**config.mk**
```make
export PLATFORM = sky130hd
export DESIGN_NAME = keyed_record_table
export DESIGN_NICKNAME = d
export VERILOG_FILES = /design/src/hw/rtl/krt_pkg.sv /design/src/hw/rtl/keyed_record_table.sv /design/src/hw/rtl/krt_store.sv
export SDC_FILE = /design/constraint.sdc
export NUM_CORES = 2
export LEC_CHECK = 0
export ABC_AREA = 1
export BUFFER_PORTS_ARGS = -buffer_cell sky130_fd_sc_hd__buf_2
export CORE_UTILIZATION = 57
export CTS_BUF_LIST = sky130_fd_sc_hd__clkbuf_16
export CTS_CLUSTER_SIZE = 10
export DETAILED_ROUTE_END_ITERATION = 8
export HOLD_SLACK_MARGIN = 0.12
export PLACE_DENSITY_LB_ADDON = 0.15
export SLEW_MARGIN = 40
export SYNTH_ARGS = -nofsm -noshare
export SYNTH_HDL_FRONTEND = slang
export SYNTH_SLANG_ARGS = --single-unit
```
**constraint.sdc**
```tcl
create_clock -name i_clk -period 9.55 [get_ports i_clk]
set_input_delay 0.955 -clock i_clk [delete_from_list [all_inputs] [get_ports i_clk]]
set_output_delay 0.955 -clock i_clk [all_outputs]
set_load 0.005 [all_outputs]
```
**src/hw/rtl/krt_pkg.sv**
```systemverilog
// Shared types, codes and constants of the keyed record table.
`default_nettype none

package krt_pkg;

    // Default number of records the table can hold.
    localparam int CAPACITY_DEF = 16;

    // Fixed field widths.
    localparam int KEY_W    = 32;
    localparam int YEAR_W   = 16;
    localparam int COURSE_W = 16;
    localparam int GRADE_W  = 8;
    localparam int OP_W     = 2;
    localparam int STAT_W   = 3;
    localparam int ENTRY_W  = 5;

    // Operation codes.
    localparam logic [OP_W-1:0] OP_ADD    = 2'd0;
    localparam logic [OP_W-1:0] OP_DELETE = 2'd1;
    localparam logic [OP_W-1:0] OP_READ   = 2'd2;
    localparam logic [OP_W-1:0] OP_LIST   = 2'd3;

    // Result status codes.
    localparam logic [STAT_W-1:0] STAT_OK      = 3'd0;
    localparam logic [STAT_W-1:0] STAT_FULL    = 3'd1;
    localparam logic [STAT_W-1:0] STAT_DUP     = 3'd2;
    localparam logic [STAT_W-1:0] STAT_MISSING = 3'd3;
    localparam logic [STAT_W-1:0] STAT_EMPTY   = 3'd4;

    // One stored record.
    typedef struct packed {
        logic [KEY_W-1:0]    key;
        logic [YEAR_W-1:0]   year;
        logic [COURSE_W-1:0] course_a;
        logic [GRADE_W-1:0]  grade_a;
        logic [COURSE_W-1:0] course_b;
        logic [GRADE_W-1:0]  grade_b;
        logic [COURSE_W-1:0] course_c;
        logic [GRADE_W-1:0]  grade_c;
    } t_record;

    // Sequencer states.
    typedef enum logic [1:0] {
        S_IDLE,
        S_SCAN,
        S_SHIFT,
        S_LIST
    } t_state;

endpackage

`default_nettype wire

```
**src/hw/rtl/keyed_record_table.sv**
```systemverilog
// Top level of the keyed record table: sequencer, key compare and result registers.
`default_nettype none

// The table holds up to CAPACITY records in insertion order in one memory with a
// single read port, and every lookup (add, delete, read) and listing walks that
// memory one entry per cycle through one shared key comparator. An item is taken
// when start is high and busy is low. A delete that hits at position p then moves
// the later records down one per cycle. List gives one result per held key on
// consecutive cycles, with last_result on the final one. Full and empty cases
// answer in the cycle after the item is taken. Each result shows for exactly one
// cycle under o_valid and cannot be held off, so the receiver must take it then;
// busy drops in the cycle of the last result of an item.
module keyed_record_table #(
    parameter int CAPACITY = krt_pkg::CAPACITY_DEF
) (
    input  wire logic                            i_clk,
    input  wire logic                            i_rst_n,
    input  wire logic                            start,
    output logic                                 busy,
    input  wire logic [krt_pkg::OP_W-1:0]        i_operation,
    input  wire logic [krt_pkg::KEY_W-1:0]       i_student_key,
    input  wire logic [krt_pkg::YEAR_W-1:0]      i_year_in,
    input  wire logic [krt_pkg::COURSE_W-1:0]    i_course_a_in,
    input  wire logic [krt_pkg::GRADE_W-1:0]     i_grade_a_in,
    input  wire logic [krt_pkg::COURSE_W-1:0]    i_course_b_in,
    input  wire logic [krt_pkg::GRADE_W-1:0]     i_grade_b_in,
    input  wire logic [krt_pkg::COURSE_W-1:0]    i_course_c_in,
    input  wire logic [krt_pkg::GRADE_W-1:0]     i_grade_c_in,
    output logic                                 o_valid,
    output logic [krt_pkg::STAT_W-1:0]           o_status,
    output logic [krt_pkg::KEY_W-1:0]            o_key_out,
    output logic [krt_pkg::YEAR_W-1:0]           o_year_out,
    output logic [krt_pkg::COURSE_W-1:0]         o_course_a_out,
    output logic [krt_pkg::GRADE_W-1:0]          o_grade_a_out,
    output logic [krt_pkg::COURSE_W-1:0]         o_course_b_out,
    output logic [krt_pkg::GRADE_W-1:0]          o_grade_b_out,
    output logic [krt_pkg::COURSE_W-1:0]         o_course_c_out,
    output logic [krt_pkg::GRADE_W-1:0]          o_grade_c_out,
    output logic [krt_pkg::ENTRY_W-1:0]          o_entry_count,
    output logic                                 o_last_result
);
    import krt_pkg::*;

    localparam int CW = $clog2(CAPACITY + 1);
    localparam int AW = (CAPACITY > 1) ? $clog2(CAPACITY) : 1;

    t_state           r_state, n_state;
    logic [OP_W-1:0]  r_op;
    logic [KEY_W-1:0] r_key;
    t_record          r_rec;
    logic [CW-1:0]    r_count, n_count;
    logic [CW-1:0]    r_idx, n_idx;
    logic             r_chk_vld, n_chk_vld;
    logic [CW-1:0]    r_chk_idx, n_chk_idx;
    logic             r_valid, n_valid;
    logic [STAT_W-1:0] r_status, n_status;
    t_record          r_out, n_out;
    logic             r_last, n_last;

    logic             wr_en;
    logic [AW-1:0]    wr_addr;
    t_record          wr_data;
    logic [AW-1:0]    rd_addr;
    t_record          rd_data;

    logic             accept;
    logic             issue;
    logic             hit;
    logic             last_chk;
    logic             is_full;
    logic             is_empty;
    logic [CW-1:0]    chk_prev;

    krt_store #(
        .DEPTH (CAPACITY),
        .AW    (AW)
    ) u_store (
        .i_clk     (i_clk),
        .i_wr_en   (wr_en),
        .i_wr_addr (wr_addr),
        .i_wr_data (wr_data),
        .i_rd_addr (rd_addr),
        .o_rd_data (rd_data)
    );

    // Handshake and shared compare of the walked entry against the item's key.
    assign accept   = start && !busy;
    assign busy     = (r_state != S_IDLE);
    assign issue    = (r_idx < r_count);
    assign rd_addr  = issue ? r_idx[AW-1:0] : '0;
    assign hit      = r_chk_vld && (rd_data.key == r_key);
    assign last_chk = r_chk_vld && (r_chk_idx == r_count - CW'(1));
    assign is_full  = (r_count == CW'(CAPACITY));
    assign is_empty = (r_count == '0);
    assign chk_prev = r_chk_idx - CW'(1);

    // Next state.
    always_comb begin
        n_state = r_state;
        case (r_state)
            S_IDLE: begin
                if (accept) begin
                    case (i_operation)
                        OP_ADD:    n_state = is_full ? S_IDLE : S_SCAN;
                        OP_LIST:   n_state = is_empty ? S_IDLE : S_LIST;
                        default:   n_state = is_empty ? S_IDLE : S_SCAN;
                    endcase
                end
            end
            S_SCAN: begin
                if (hit) begin
                    if (r_op == OP_DELETE && !last_chk) begin
                        n_state = S_SHIFT;
                    end else begin
                        n_state = S_IDLE;
                    end
                end else if (last_chk || is_empty) begin
                    n_state = S_IDLE;
                end
            end
            S_SHIFT: begin
                if (last_chk) begin
                    n_state = S_IDLE;
                end
            end
            S_LIST: begin
                if (last_chk) begin
                    n_state = S_IDLE;
                end
            end
            default: n_state = S_IDLE;
        endcase
    end

    // Datapath, memory control and result values.
    always_comb begin
        n_count   = r_count;
        n_idx     = r_idx;
        n_chk_vld = 1'b0;
        n_chk_idx = r_idx;
        n_valid   = 1'b0;
        n_status  = STAT_OK;
        n_out     = '0;
        n_last    = 1'b1;
        wr_en     = 1'b0;
        wr_addr   = r_count[AW-1:0];
        wr_data   = r_rec;
        case (r_state)
            S_IDLE: begin
                n_idx = '0;
                if (accept) begin
                    case (i_operation)
                        OP_ADD: begin
                            if (is_full) begin
                                n_valid  = 1'b1;
                                n_status = STAT_FULL;
                            end
                        end
                        default: begin
                            if (is_empty) begin
                                n_valid  = 1'b1;
                                n_status = STAT_EMPTY;
                            end
                        end
                    endcase
                end
            end
            S_SCAN: begin
                n_idx     = r_idx + CW'(issue);
                n_chk_vld = issue;
                if (hit) begin
                    case (r_op)
                        OP_ADD: begin
                            n_valid  = 1'b1;
                            n_status = STAT_DUP;
                        end
                        OP_READ: begin
                            n_valid  = 1'b1;
                            n_out    = rd_data;
                        end
                        default: begin
                            if (last_chk) begin
                                n_valid = 1'b1;
                                n_count = r_count - CW'(1);
                            end else begin
                                // Restart the walk just past the hit to move records down.
                                n_idx     = r_chk_idx + CW'(1);
                                n_chk_vld = 1'b0;
                            end
                        end
                    endcase
                end else if (last_chk || is_empty) begin
                    n_valid = 1'b1;
                    if (r_op == OP_ADD) begin
                        wr_en   = 1'b1;
                        n_count = r_count + CW'(1);
                    end else begin
                        n_status = STAT_MISSING;
                    end
                end
            end
            S_SHIFT: begin
                n_idx     = r_idx + CW'(issue);
                n_chk_vld = issue;
                if (r_chk_vld) begin
                    wr_en   = 1'b1;
                    wr_addr = chk_prev[AW-1:0];
                    wr_data = rd_data;
                end
                if (last_chk) begin
                    n_valid = 1'b1;
                    n_count = r_count - CW'(1);
                end
            end
            S_LIST: begin
                n_idx     = r_idx + CW'(issue);
                n_chk_vld = issue;
                if (r_chk_vld) begin
                    n_valid   = 1'b1;
                    n_out.key = rd_data.key;
                    n_last    = last_chk;
                end
            end
            default: begin
                n_idx = '0;
            end
        endcase
    end

    // Control registers.
    always_ff @(posedge i_clk) begin
        if (!i_rst_n) begin
            r_state   <= S_IDLE;
            r_count   <= '0;
            r_idx     <= '0;
            r_chk_vld <= 1'b0;
            r_chk_idx <= '0;
            r_valid   <= 1'b0;
        end else begin
            r_state   <= n_state;
            r_count   <= n_count;
            r_idx     <= n_idx;
            r_chk_vld <= n_chk_vld;
            r_chk_idx <= n_chk_idx;
            r_valid   <= n_valid;
        end
    end

    // Item capture and result payload.
    always_ff @(posedge i_clk) begin
        if (accept) begin
            r_op           <= i_operation;
            r_key          <= i_student_key;
            r_rec.key      <= i_student_key;
            r_rec.year     <= i_year_in;
            r_rec.course_a <= i_course_a_in;
            r_rec.grade_a  <= i_grade_a_in;
            r_rec.course_b <= i_course_b_in;
            r_rec.grade_b  <= i_grade_b_in;
            r_rec.course_c <= i_course_c_in;
            r_rec.grade_c  <= i_grade_c_in;
        end
        r_status <= n_status;
        r_out    <= n_out;
        r_last   <= n_last;
    end

    // Result ports.
    assign o_valid        = r_valid;
    assign o_status       = r_status;
    assign o_key_out      = r_out.key;
    assign o_year_out     = r_out.year;
    assign o_course_a_out = r_out.course_a;
    assign o_grade_a_out  = r_out.grade_a;
    assign o_course_b_out = r_out.course_b;
    assign o_grade_b_out  = r_out.grade_b;
    assign o_course_c_out = r_out.course_c;
    assign o_grade_c_out  = r_out.grade_c;
    assign o_entry_count  = ENTRY_W'(r_count);
    assign o_last_result  = r_last;

    // The record count never exceeds the capacity.
    a_count_bound: assert property (@(posedge i_clk) disable iff (!i_rst_n)
        r_count <= CW'(CAPACITY))
        else $error("record count above capacity");

    // The final result of an item leaves the block free for the next one.
    a_last_frees: assert property (@(posedge i_clk) disable iff (!i_rst_n)
        (o_valid && o_last_result) |-> !busy)
        else $error("busy still high on final result");

    // An add into a full table answers full in the next cycle.
    a_full_add: assert property (@(posedge i_clk) disable iff (!i_rst_n)
        (accept && i_operation == OP_ADD && is_full) |=> (o_valid && o_status == STAT_FULL))
        else $error("add into full table not refused");

    // The count only moves together with a result.
    a_count_moves: assert property (@(posedge i_clk) disable iff (!i_rst_n)
        (r_count != $past(r_count)) |-> o_valid)
        else $error("record count changed without a result");

endmodule

`default_nettype wire

```
**src/hw/rtl/krt_store.sv**
```systemverilog
// Record memory: one write port and one registered read port.
`default_nettype none

module krt_store #(
    parameter int DEPTH = 16,
    parameter int AW    = 4
) (
    input  wire logic              i_clk,
    input  wire logic              i_wr_en,
    input  wire logic [AW-1:0]     i_wr_addr,
    input  wire krt_pkg::t_record  i_wr_data,
    input  wire logic [AW-1:0]     i_rd_addr,
    output krt_pkg::t_record       o_rd_data
);
    import krt_pkg::*;

    t_record r_mem [DEPTH];
    t_record r_rd_data;

    // Write port.
    always_ff @(posedge i_clk) begin
        if (i_wr_en) begin
            r_mem[i_wr_addr] <= i_wr_data;
        end
    end

    // Read port; data appears the cycle after the address.
    always_ff @(posedge i_clk) begin
        r_rd_data <= r_mem[i_rd_addr];
    end

    assign o_rd_data = r_rd_data;

endmodule

`default_nettype wire

```
==> metrics.md <==
| Metric | Value |
|---|---|
| Max Cap Viol | `0` |
| Critical path type | `flop to flop` |
| Total track usage | `0.259` |
| Largest net degree at the start of global routing | `177` |
| Number of port buffers | `around 260` |
| Fraction of synthesis flops using an asynchronous set or reset pin | `0` |
| Finish-stage setup viols | `0` |
| Via count | `49991` |
| Hold_buf cts | `0` |
| Final design utilization | `0.656` |
| Post-Synth XOR/XNOR Area | `0.00118` |
| Total Die Area | `about 160000 um2` |
| Setup slack, reg-to-reg | `4880 ps` |
| Hold Crit Endpoint | `r_rec[24]` |
| Number of synthesized flops with an enable pin | `2042` |
| Worst-path fanout max | `80` |
| GPL Wtd Cong | `0.872` |
| CP peak stage delay | `630 ps` |
| Syn_area_per_cell | `approximately 15 um2` |
| Wirelength per Cell | `roughly 24 um` |
| Fin Setup TNS | `0 ps` |
| Drt drc | `0` |
| Diodes inserted | `0` |
| Clk pin slew, worst setup/hold paths | `~50 ps` |
| Post-DP HPWL | `107000 um` |
| Fmax achieved | `approximately 210 MHz` |
| RR Startpoint | `o_entry_count[2]` |
| Hold WC Path Type | `input port to flop` |
| Hold Startpoint | `i_grade_b_in[0]` |
| Die Wd | `397 um` |
| Root Driver | `clkbuf_16` |
| Initial antenna violation count | `2` |
| ANT nets after route | `0` |
| Placeable Area | `155000 um2` |
| Vias in the first global route | `49796` |
| Fillers | `10922` |
| Initial Util | `0.576` |
| Multi-input gate area | `20500 um2` |
| Synth Area in Simple Gates | `0.0372` |
| Synth-to-layout area growth | `13.8%` |
| Remaining Overflow, GRT | `0` |
| # clock sinks | `2305` |
| Post-CTS repair timing setup buffer count | `0` |
| RSZ-0062 raised after global routing | `no` |
| Worst reg2reg path endpoint | `u_store.o_rd_data[77]` |
| Worst path buffer plus inverter count | `5` |
| Hold depth | `1` |
| Mux cell area share after synthesis | `0.115` |
| Worst EP required | `10280 ps` |
| Warnings from Yosys | `0` |
| Row cnt | `144` |
| Pins Over Slew Limit | `0` |
| CP most frequent cell | `buf_12` |
| CP arrival | `about 5400 ps` |
| Die height | `between 300 and 400 um` |
| Slowest CP cell | `o21ai_0` |
| Initial DRC count | `roughly 4400` |
| Max VDD drop | `~0.18 mV` |
| Worst-Margin Slew | `885 ps` |
| Worst Clk Skew | `50.3 ps` |
| IO Count | `around 260` |
| Status | `finished, final reports clean` |
| Post-synthesis compound-gate area fraction | `0.0712` |
| Yosys cell types | `35` |
| Post-synthesis adder-cell area fraction | `0.00253` |
| Clock Latency Late Sink | `about 900 ps` |
| CP endpoint kind | `flop` |
| H-tree Lvls | `5` |
| Period minus WS final | `between 4000 and 5000 ps` |
| CTS buffer count | `282` |
| Fraction of layout cells with a size suffix above 1 | `0.195` |
| CP cell instances | `inv_1 -> ha_1 -> a21oi_1 -> o21a_1 -> nand2_2 -> inv_2 -> ha_4 -> buf_12 -> buf_16 -> buf_12 -> mux2_2 -> o21ai_0 -> a31oi_1` |
| Top FF cell, synth | `edfxtp_1` |
| Register Area | `~67000 um2` |
| Post-synthesis cell count | `5918` |
| Sequential fraction of the synthesis area | `0.747` |
| Drt pass-1 iters | `6` |
| Register-to-Register Path Depth | `13` |
| Leakage Power | `34.9 nW` |
| Final cycle utilization of the critical path | `0.489` |
| CTS tree | `done` |
| Syn Nets | `6061` |
| Startpoint Class | `flop` |
| Global-route wire length before repair | `308000 um` |
| Drt total wl | `207000 um` |
| Final hold violations | `0` |
| Top cell family by delay on the critical path | `buffers and inverters` |
| Flops & latches, synth | `2305` |
| Largest family of logic cells by synthesized area | `multiplexers` |
| Clock Tree Buf Depth | `4` |
| Mapped Area | `89100 um2` |
| Vias/cell | `5.87` |
| CTS resizes | `0` |
| P per Cell Area | `roughly 230 nW/um2` |
| Worst slew margin | `0.410` |
| Overall power | `about 0.023 W` |
| Fin nets | `6435` |
-- cells by family (layout without fill, tap and decap cells) --
group | Yosys count | in the layout
adders and majority gates | 18 | 18
muxes | 960 | 960
buffers and inverters | 537 | 1094
xor gates and xnor gates | 12 | 12
AOI/OAI and AO/OA | 1235 | 1235
DFF | 2305 | 2305
and+or+nand+nor | 851 | 851
-- placed cells by master, fill, tap and decap left out, drive strengths merged --
cell    netlist  routed
nand3b        1       1
xor2          9       9
nor2        332     332
xnor2         3       3
nand3        34      34
o211ai        2       2
o21ai       612     612
mux2i       480     480
clkinv        0       7
and2          1       1
buf         131     425
a21oi       497     497
mux2        480     480
a21boi        1       1
inv         202     375
or2           3       3
a31oi       121     121
clkbuf      204     287
edfxtp     2042    2042
nand2       461     461
nand4        15      15
o21a          1       1
dfxtp       263     263
nor3          4       4
ha           18      18
a211oi        1       1
-- sequential cells by signal (all words and copies together), names as in the netlist, 3 cells and up --
signal / flops
r_chk_idx: 5
o_status: 3
u_store.r_mem: 1920
o_grade_c_out: 8
n_chk_idx: 5
o_course_a_out: 16
o_entry_count: 5
r_rec: 120
o_grade_a_out: 8
u_store.o_rd_data: 120
o_course_b_out: 16
o_course_c_out: 16
o_grade_b_out: 8
o_year_out: 16
o_key_out: 32
-- per-layer routing --
layer / part of all wire / GRT usage / routed length [um] / vias up
li1: - / - / - / 22801
met1: 0.44 / 0.369 / 91000 / 25290
met2: 0.48 / 0.422 / 99500 / 1532
met3: 0.053 / 0.0321 / 10900 / 368
met4: 0.025 / 0.0770 / 5230 / 0
met5: 0 / 0 / 0 / -
-- per-stage QoR --
stage / setup slack, ps / std cells / hold slack, ps / instance area (um2)
2_1_floorplan: 2040 / 5918 / 410 / 89100
3_3_place_gp: 4850 / 8037 / 421 / 93000
3_5_place_dp: 5010 / 8047 / 424 / 93400
4_1_cts: 5050 / 8514 / 201 / 101000
5_1_grt: 4720 / 8519 / 206 / 101000
6_report: 4880 / 8519 / 245 / 101000
-- worst max-delay path by stage --
stage / startpoint / end / slack, ps / cells past startpoint
2_1_floorplan: o_entry_count[0] / u_store.r_mem[0][0] / 2040 / 12
3_3_place_gp: o_entry_count[2] / u_store.o_rd_data[77] / 4850 / 12
3_5_place_dp: o_entry_count[2] / u_store.o_rd_data[37] / 5010 / 13
4_1_cts: o_entry_count[2] / u_store.o_rd_data[85] / 5050 / 13
5_1_grt: o_entry_count[2] / u_store.o_rd_data[85] / 4720 / 13
6_report: o_entry_count[2] / u_store.o_rd_data[77] / 4880 / 13
-- cell usage after synthesis, types with 2 or more instances --
master / count / area share
ha_1: 18 / 0.0025
buf_1: 2 / 0.000084
xor2_1: 9 / 0.00088
o21ai_0: 555 / 0.031
xnor2_1: 3 / 0.00029
buf_2: 100 / 0.0056
nor2_1: 329 / 0.014
inv_1: 198 / 0.0083
buf_4: 9 / 0.00076
clkbuf_1: 203 / 0.0086
nand2_1: 460 / 0.019
or2_2: 2 / 0.00014
dfxtp_1: 263 / 0.059
nand3_1: 34 / 0.0019
nor3_1: 4 / 0.00022
o211ai_1: 2 / 0.00017
mux2i_1: 480 / 0.054
nor2_4: 2 / 0.00025
mux2_2: 480 / 0.061
edfxtp_1: 2042 / 0.69
o21ai_1: 57 / 0.0032
buf_6: 20 / 0.0025
a21oi_1: 497 / 0.028
a31oi_1: 121 / 0.0085
nand4_1: 15 / 0.0011
inv_2: 4 / 0.00017
-- where the power goes --
group	total (W)	leakage (nW)	switching, W	internal [W]
logic	0.00212	9.82	0.00144	0.000686
clock network	0.00912	4.48	0.00377	0.00535
registers	0.0118	20.6	0.000119	0.0116
-- cell type report --
| class | count | share of cell area |
|---|---|---|
| Sequential cell | 2305 | 0.656 |
| Multi-Input combinational cell | 3076 | 0.202 |
| Clock buffer | 287 | 0.0708 |
| Timing Repair Buffer | 425 | 0.0311 |
| Tap cell | 2044 | 0.0252 |
| Inverter | 202 | 0.00772 |
| Clock inverter | 180 | 0.00681 |
Power figures use the tool's default switching activity.
